--- src/rtl/core/vhps_pkg.sv ---
// vhps_pkg: shared types and constants for the VBR header parser and seek block.
// Used by every module under rtl/core but vhps_ram; depends on nothing.
package vhps_pkg;

   // Header magic words and flag bit positions
   localparam logic [31:0] MAGIC_XING = 32'h5869_6E67;
   localparam logic [31:0] MAGIC_INFO = 32'h496E_666F;
   localparam int FLAG_FRAMES = 0;
   localparam int FLAG_BYTES  = 1;
   localparam int FLAG_TOC    = 2;
   localparam int FLAG_SCALE  = 3;

   // Table of contents geometry
   localparam int TOC_ENTRIES   = 100;
   localparam int TOC_AW        = 7;
   localparam int TOC_LAST      = 99;
   localparam int TOC_END_VALUE = 256;

   // Restoring divider for the seek percent
   localparam int DIV_W     = 56;
   localparam int DIV_CNT_W = 6;
   localparam logic [DIV_CNT_W-1:0] DIV_LAST = DIV_CNT_W'(DIV_W - 1);

   // Percent scale: ms * 100 with 16 fraction bits
   localparam int PCT_SCALE     = 100;
   localparam int SCALE_DIVISOR = 100;

   // Divide by 100 one 16-bit digit per cycle: multiply by ceil(2^30 / 100), shift 30
   localparam logic [23:0] SCALE_RECIP = 24'd10737419;
   localparam int SCALE_SHIFT = 30;
   localparam logic [DIV_CNT_W-1:0] SCALE_LAST = DIV_CNT_W'(2);

   localparam logic [32:0] MAX33 = {33{1'b1}};

   // Register indexes of the configuration port
   localparam logic [1:0] CSR_STREAM_LENGTH = 2'd0;
   localparam logic [1:0] CSR_FALLBACK_LEN  = 2'd1;
   localparam logic [1:0] CSR_ID3_LENGTH    = 2'd2;

   // Parse status codes
   typedef enum logic [1:0] {
      ST_PARSING = 2'd0,
      ST_VALID   = 2'd1,
      ST_INVALID = 2'd2
   } pstat_type;

   // Controller states
   typedef enum logic [3:0] {
      S_IDLE,
      S_RESP,
      S_PCT_DIV,
      S_TOC_RD_A,
      S_TOC_RD_B,
      S_INTERP,
      S_MUL_LO,
      S_MUL_HI,
      S_SCALE_LOAD,
      S_SCALE_DIV,
      S_FINISH
   } state_type;

   // Commands from controller to datapath
   typedef struct packed {
      logic byte_take;
      logic seek_load;
      logic div_step;
      logic toc_rd_b;
      logic interp;
      logic mul_lo;
      logic mul_hi;
      logic scale_load;
      logic scale_step;
      logic finish;
   } ctl_type;

   // Status from datapath to controller
   typedef struct packed {
      logic div_done;
      logic scale_done;
      logic hdr_valid;
   } sts_type;

endpackage

--- src/rtl/core/vhps_ctrl.sv ---
// vhps_ctrl: controller state machine sequencing byte items and seek items.
// Depends on vhps_pkg; drives the commands of vhps_dp.
module vhps_ctrl (
   input  logic              clock,
   input  logic              reset,
   input  logic              start,
   input  logic              req_op,
   input  vhps_pkg::sts_type sts,
   output logic              busy,
   output logic              rsp_valid,
   output vhps_pkg::ctl_type ctl
);

   vhps_pkg::state_type state_ff, state_in;

   // Hold state
   always_ff @(posedge clock) begin
      if (reset) begin
         state_ff <= vhps_pkg::S_IDLE;
      end else begin
         state_ff <= state_in;
      end
   end

   // Next state and commands
   always_comb begin
      state_in  = state_ff;
      ctl       = '0;
      busy      = 1'b1;
      rsp_valid = 1'b0;
      case (state_ff)
         vhps_pkg::S_IDLE: begin
            busy = 1'b0;
            if (start) begin
               if (req_op) begin
                  ctl.seek_load = 1'b1;
                  state_in      = vhps_pkg::S_PCT_DIV;
               end else begin
                  ctl.byte_take = 1'b1;
                  state_in      = vhps_pkg::S_RESP;
               end
            end
         end
         vhps_pkg::S_PCT_DIV: begin
            ctl.div_step = 1'b1;
            if (sts.div_done) begin
               state_in = sts.hdr_valid ? vhps_pkg::S_TOC_RD_A : vhps_pkg::S_MUL_LO;
            end
         end
         vhps_pkg::S_TOC_RD_A: begin
            state_in = vhps_pkg::S_TOC_RD_B;
         end
         vhps_pkg::S_TOC_RD_B: begin
            ctl.toc_rd_b = 1'b1;
            state_in     = vhps_pkg::S_INTERP;
         end
         vhps_pkg::S_INTERP: begin
            ctl.interp = 1'b1;
            state_in   = vhps_pkg::S_MUL_LO;
         end
         vhps_pkg::S_MUL_LO: begin
            ctl.mul_lo = 1'b1;
            state_in   = vhps_pkg::S_MUL_HI;
         end
         vhps_pkg::S_MUL_HI: begin
            ctl.mul_hi = 1'b1;
            state_in   = sts.hdr_valid ? vhps_pkg::S_FINISH : vhps_pkg::S_SCALE_LOAD;
         end
         vhps_pkg::S_SCALE_LOAD: begin
            ctl.scale_load = 1'b1;
            state_in       = vhps_pkg::S_SCALE_DIV;
         end
         vhps_pkg::S_SCALE_DIV: begin
            ctl.scale_step = 1'b1;
            if (sts.scale_done) begin
               state_in = vhps_pkg::S_FINISH;
            end
         end
         vhps_pkg::S_FINISH: begin
            ctl.finish = 1'b1;
            state_in   = vhps_pkg::S_RESP;
         end
         vhps_pkg::S_RESP: begin
            rsp_valid = 1'b1;
            state_in  = vhps_pkg::S_IDLE;
         end
         default: begin
            state_in = vhps_pkg::S_IDLE;
         end
      endcase
   end

endmodule

--- config.mk ---
export PLATFORM = sky130hd
export DESIGN_NAME = vhps_ctrl
export DESIGN_NICKNAME = d
export VERILOG_FILES = /design/src/rtl/core/vhps_pkg.sv /design/src/rtl/core/vhps_ctrl.sv
export SDC_FILE = /design/constraint.sdc
export NUM_CORES = 1
export LEC_CHECK = 0
export BUFFER_PORTS_ARGS = -buffer_cell sky130_fd_sc_hd__buf_2
export CORE_AREA = 5 5 42 44
export DETAILED_ROUTE_END_ITERATION = 16
export DIE_AREA = 0 0 47 49
export GPL_TIMING_DRIVEN = 0
export MAX_ROUTING_LAYER = met4
export PLACE_DENSITY = 0.6
export SLEW_MARGIN = 30
export SYNTH_ARGS = -nofsm -noshare
export SYNTH_HDL_FRONTEND = slang
export SYNTH_SLANG_ARGS = --single-unit
--- constraint.sdc ---
create_clock -name clock -period 1.2 [get_ports clock]
set_input_delay 0.12 -clock clock [delete_from_list [all_inputs] [get_ports clock]]
set_output_delay 0.12 -clock clock [all_outputs]
set_load 0.005 [all_outputs]
[Word level (Yosys, flattened, before mapping)]
Cells that the tools add are included.
Operators by class
  muxes and demuxes: 21
  equal/unequal tests: 13
  reduce and logical (&&, ||, !) cells: 2
Operator list (count)
  $pmux W4 S10: 1
  $eq A4 B3 Y1 const B: 4
  $eq A4 B4 Y1 const B: 3
  $mux W1: 12
  $mux W4: 3
  $eq A4 B2 Y1 const B: 2
  $mux W2: 4
  $ne A2 B2 Y1 const B: 3
  $eq A4 B1 Y1 const B: 1
  $logic_not A4 Y1: 1
  $mux W3: 1
  $reduce_and A3 Y1: 1
Storage, ports and cells
  output and inout port bits: 12
  flip-flop bits (word level): 4
  logic and storage cells: 37
  input bits: 7

[Longest topological paths before layout]
Gate-level depths: netlist (run 1).
  depth in word-level cells: 3
  depth in mapped cells: 5
  gate-level depth less buffers: 4

[Least setup slack after synthesis (run 1)]
No wires, ideal clock.
  kind: reg2reg
  from: reg state_ff[3]
  to: reg state_ff[1]
  setup slack: 35 ps
  clock period less this slack: 1165 ps
  arrival time: 1046 ps
  buffers on the path: 1
  required time: 1081 ps
  cell stages (with the launch flop): 6
  cell sequence: dfxtp_1 > buf_4 > a211oi_1 > a21o_1 > a21oi_1 > o221a_1
On the way
  cells in the longest elaborated chain, start to end: 3
  elaborated cells between the ends (all ways): 15
  classes of those cells: eq/ne (12); mux (1); reduce/logical (2)
Ends and longest elaborated chain
  from (decl): RTL line vhps_ctrl.sv:14  | vhps_pkg::state_type state_ff, state_in;
  from (signal assigned): RTL line vhps_ctrl.sv:19  | state_ff <= vhps_pkg::S_IDLE;
  from (signal assigned): RTL line vhps_ctrl.sv:21  | state_ff <= state_in;
  $eq A4 B2 Y1, or another cell as far along: RTL line vhps_ctrl.sv:31  | case (state_ff)
  $ne A2 B2 Y1 (no source line)
  $reduce_and A3 Y1 (no source line)
Several ways; a longest one is shown, not always the timed one.
A chain may end at the register's enable or synchronous reset.

==> results of run 1 <==
area by class of cell:
type                            count  area, um2  share of cell area (%)
Buffer                              4       48.8                    6.79
Clock buffer                        3       22.5                    3.14
Inverter                            3       11.3                    1.57
Multi-Input combinational cell     42        317                    44.1
Sequential cell                     4       87.6                    12.2
Tap cell                           16       20.0                    2.79
Timing Repair Buffer               34        211                    29.4
synthesized netlist by cell type, types with 2 or more instances:
master / count / area, um2
nor3_1: 5 / 25.0
nand2_1: 4 / 15.0
o21ai_0: 2 / 10.0
nor2_1: 9 / 33.8
inv_1: 2 / 7.51
dfxtp_1: 4 / 80.1
buf_4: 2 / 15.0
nand2b_1: 5 / 31.3
power breakdown:
group	internal (mW)	leakage (nW)	switching [mW]
logic	0.175	0.322	0.157
registers	0.148	0.0347	0.0136
clock network	0.112	0.0138	0.0556
worst paths after layout:
check	startpoint	to	cells after the start
worst min register to register	state_ff[0]	state_ff[0]	3
worst min-delay path	reset	state_ff[0]	2
worst max register to register	state_ff[3]	state_ff[0]	5
worst max-delay path	state_ff[1]	ctl[1]	5
cell families after synthesis:
kind of cell	after synthesis	share of synthesized area [%]
simple gates	28	37.8
compound gates	13	26.4
buf+inv	7	11.5
flops	4	21.6
mux	1	2.70
critical path: stages (launching register included):
cell and delay (ns):
dfxtp_4 0.35, buf_8 0.14, inv_2 0.07, nand2_1 0.12
nor2_2 0.15, buf_2 0.14
layer usage:
| metal | vias to the layer above | track usage (%) | share of wire [%] |
|---|---|---|---|
| met1 | 244 | 14.0 | 39 |
| li1 | 264 | - | - |
| met5 | - | - | 0 |
| met4 | 0 | 9.68 | 3.9 |
| met2 | 28 | 18.3 | 51 |
| met3 | 8 | 0.369 | 5.9 |
stage by stage:
stage | setup slack, ns | total power [mW] | hold WS [ns] | TNS (ns)
2_1_floorplan | 0.0351 | 0.297 | 0.182 | 0
3_5_place_dp | -0.0360 | 0.363 | 0.316 | -0.0360
5_1_grt | -0.182 | 0.704 | 0.0662 | -1.36
3_3_place_gp | -0.0309 | 0.362 | 0.313 | -0.0309
6_report | -0.126 | 0.661 | 0.0698 | -0.632
4_1_cts | -0.0884 | 0.602 | 0.0620 | -0.429
what timing repair did:
item | 4_1_cts | 5_1_grt
hold endpoints to repair | 0 | 0
setup buffers | 10 | 5
resized for setup | 17 | 10
cloned | 1 | 0
setup endpoints to repair | 12 | 14
pin swaps | 4 | 2
==> key figures, run 1 <==
STA
  • Hold Vio Cnt, Final: 0
  • Slew HR: 77.6%
  • Setup Skew: 0.00613 ns
  • Tightest Pin Transition: 0.333 ns
  • Final Slew Violations: 0
  • Min Tclk post-route: 1.33 ns
  • Unrepaired setup endpoints after global routing: true
  • Max Fclk: 0.754 GHz
  • Period utilization: 110%
  • Setup slack after layout: -0.126 ns
  • Final Setup Violations: 13

GRT
  • Gr usage total: 12.0%
  • First-pass GRT wire length: 1.99 mm
  • Remaining Overflow, GRT: 0
  • Pin count of the biggest net entering global routing: 9
  • Initial antenna violation count: 0
  • Vias in the first global route: 496

Clock network
  • CTS hold repair buffers: 0
  • Htree depth: 1
  • Clock Sinks: 4
  • Inserted Clock Buffers: 3
  • Clock Tree Buf Depth: 2
  • CTS tree: yes
  • Clk_lat worst skew: 0.24 ns
  • Worst-path clk slew: 0.04 ns
  • Root buffer cell: clkbuf_4

Placement
  • Routability Congestion: 0.829
  • Buffers added on ports: 18
  • Placed cell count: 87
  • DP HPWL: 814 um
  • Dpl cell area: 480 um2

Detailed routing
  • Antenna-violating nets left: 0
  • Total wire length: 1.45 mm
  • Drt initial violations: 12
  • Pre-antenna DRT Iters: 4
  • Drt drc: 0
  • Via density: 5.13
  • DR vias: 544
  • Wire per inst: 13.7 um

Floorplan
  • Die width: 47 um
  • Starting Density: 26.4%
  • Die height: 49 um
  • IO Pins: 19
  • Std cell rows: 14
  • Core Area: 0.00140 mm2
  • Total die area: 0.00230 mm2

Logic synthesis
  • Top_reg_cell synth: dfxtp_1
  • Synthesis Warnings: 0
  • Netlist cell types: 28
  • Post-synthesis cell count: 53
  • FF+latch count, synth: 4
  • Seq/Total Area, Yosys: 21.6%
  • Mapped Nets: 60
  • EDFF count, synth: 0
  • FFs w/ async S/R, synth: 0%
  • Avg Cell Area, Syn: 6.99 um2
  • Syn Std Cell Area: 370 um2

Cells and area
  • Fin util: 51.2%
  • Most common cell after layout, fill and taps aside: buf_2
  • Largest reg by FF count: state_ff
  • Max reg flops: 4
  • Fin nets: 99
  • Most frequent cells in the layout: buf_2 (19), buf_4 (14), nor2_1 (5)
  • Area grow syn2layout: 93.9%
  • Post-route insts no fill: 106
  • Antenna diodes: 0
  • Post-route cell area: 718 um2
  • Layout cells sized above 1: 67.8%
  • Biggest regs: state_ff: 4 flops
  • Filler cell count: 146

Critical path
  • Startpoint Class: flip-flop
  • Required @ worst endpoint: 1.08 ns
  • Critical Path AT: 1.21 ns
  • Peak fanout along the critical path: 8
  • Critical path type: flip-flop to output pin
  • Register-to-register setup slack: -0.06 ns
  • CP endpoint kind: output pin

Outcome
  • Outcome: complete, but fails checks
  • Failing checks: negative setup slack

Hold path
  • Hold Path Class: primary input to flip-flop

Power
  • PwrDens: 921 mW/mm2
  • Max VDD drop: 332 uV
  • Leakage: 0.371 nW

Flow run
  • Max cap viols: 0
No activity file was read; power rests on OpenSTA's default activity.
==> run 2, diff against run 1 <==
CORE_AREA = 8 8 45 47   (was 5 5 42 44)
DIE_AREA = 0 0 53 55   (was 0 0 47 49)
==> key figures, run 2 (synthesized netlist as in run 1, its figures left out) <==
Power
  • Leakage: 0.406 nW (+9.5%)
  • Total power: 0.730 mW (+10%)
  • PwrDens: 916 mW/mm2 (-0.59%)
  • Max VDD drop: 598 uV (+80%)

GRT
  • Initial antenna violation count: 0 (unchanged)
  • First-pass GRT wire length: 2.24 mm (+12%)
  • Remaining Overflow, GRT: 0 (unchanged)
  • Pin count of the biggest net entering global routing: 11 (+2)
  • Gr usage total: 10.6% (-1.4 points)
  • Vias in the first global route: 533 (+7.5%)

Detailed routing
  • Drt initial violations: 4 (-8)
  • Pre-antenna DRT Iters: 3 (-1)
  • Via density: 5.00 (-2.6%)
  • Antenna-violating nets left: 0 (unchanged)
  • Wire per inst: 15.2 um (+11%)
  • Drt drc: 0 (unchanged)
  • DR vias: 540 (-0.74%)
  • Total wire length: 1.64 mm (+13%)

Floorplan
  • Die width: 53 um (+13%)
  • IO Pins: 19 (unchanged)
  • Std cell rows: 14 (unchanged)
  • Core Area: 0.00138 mm2 (-1.2%)
  • Die height: 55 um (+12%)
  • Starting Density: 26.8% (+0.33 points)
  • Total die area: 0.00292 mm2 (+27%)

Cells and area
  • Max reg flops: 4 (unchanged)
  • Fin util: 57.6% (+6.3 points)
  • Post-route cell area: 797 um2 (+11%)
  • Antenna diodes: 0 (unchanged)
  • Most frequent cells in the layout: buf_2 (19), buf_4 (11), buf_6 (10)
  • Fin nets: 101 (+2.0%)
  • Layout cells sized above 1: 77.2% (+9.4 points)
  • Area grow syn2layout: 115%
  • Largest reg by FF count: state_ff
  • Most common cell after layout, fill and taps aside: buf_2
  • Post-route insts no fill: 108 (+1.9%)
  • Biggest regs: state_ff: 4 flops

STA
  • Hold Vio Cnt, Final: 0 (unchanged)
  • Period utilization: 108% (-2.3 points)
  • Setup tns final: -0.624 ns (+0.00766 ns)
  • Min Tclk post-route: 1.30 ns (-0.0271 ns)
  • Final Setup Violations: 14 (+1)
  • WHS: 0.0647 ns (-0.00502 ns)
  • Setup Skew: 0.00128 ns (-0.00485 ns)
  • Setup slack after layout: -0.0988 ns (+0.0271 ns)
  • Tightest Pin Transition: 0.303 ns (-0.0300 ns)
  • Unrepaired setup endpoints after global routing: true
  • Slew HR: 79.6% (+2.0 points)
  • Final Slew Violations: 0 (unchanged)
  • Max Fclk: 0.770 GHz (+2.1%)

Critical path
  • CP endpoint kind: flip-flop
  • Critical Path AT: 1.47 ns (+0.26 ns)
  • Critical path type: flip-flop to flip-flop
  • Required @ worst endpoint: 1.37 ns (+0.29 ns)
  • Startpoint Class: flip-flop
  • Peak fanout along the critical path: 8 (unchanged)

Clock network
  • Worst-path clk slew: 0.04 ns (about the same)
  • Htree depth: 1 (unchanged)
  • Clock Tree Buf Depth: 2 (unchanged)
  • Clk_lat worst skew: 0.24 ns (about the same)
  • Clock Sinks: 4 (unchanged)
  • Root buffer cell: clkbuf_4
  • CTS tree: yes
  • Inserted Clock Buffers: 3 (unchanged)

Outcome
  • Failing checks: negative setup slack
  • Outcome: complete, but fails checks

Placement
  • Dpl cell area: 480 um2 (unchanged)
  • Pre-CTS WS: -0.0300 ns (+0.00602 ns)
  • Routability Congestion: 0.775 (-6.5%)
  • DP HPWL: 864 um (+6.3%)
  • Placed cell count: 87 (unchanged)
  • Buffers added on ports: 18 (unchanged)

Hold path
  • Hold Path Class: primary input to flip-flop

Flow run
  • Max cap viols: 0 (unchanged)
[run 2: changes by cell type in the layout (fill, tap and decap cells not counted), sizes merged]
cell / delta
buf: +2
[run 2: power by group]
part / leakage [nW] / internal (mW) / switching, mW
combinational: 0.358 / 0.209 / 0.188
sequential: 0.0344 / 0.148 / 0.0110
clock: 0.0138 / 0.112 / 0.0611
[run 2: area by class of cell]
type	count	area [um2]
multi-input combinational	42	368
timing repair buffer	36	245
inverter	3	11.3
tap	16	20.0
clock buffer	3	22.5
fill	140	587
buffer	4	45.0
sequential	4	85.1
[run 2: final timing paths]
path,from,endpoint,slack (ns),cells past startpoint
setup / recovery,state_ff[2],state_ff[1],-0.1,5
setup reg to reg,state_ff[2],state_ff[1],-0.1,5
hold / removal,reset,state_ff[0],0.06,2
hold reg to reg,state_ff[3],state_ff[0],0.69,3
[run 2: what timing repair did]
action / CTS / global route
setup endpoints to repair: 12 / 14
pin swaps: 9 / 6
buffers inserted: 11 / 6
hold buffers: 0 / 0
resized for setup: 29 / 12
cloned: 0 / 1
[run 2: routing by layer]
layer	part of all wire, %	wire, um	track usage, %	vias to the layer above
li1	-	-	-	270
met1	41	680	11.9	248
met2	52	852	16.6	17
met3	4.0	66	2.14	5
met4	2.7	44	7.76	0
met5	0	0	-	-
[run 2: critical path: stages (launching register included)]
cell and delay [ns]:
dfxtp_2 0.32, buf_6 0.13, buf_4 0.13, nand2b_4 0.13
a221oi_2 0.28, o221a_1 0.24
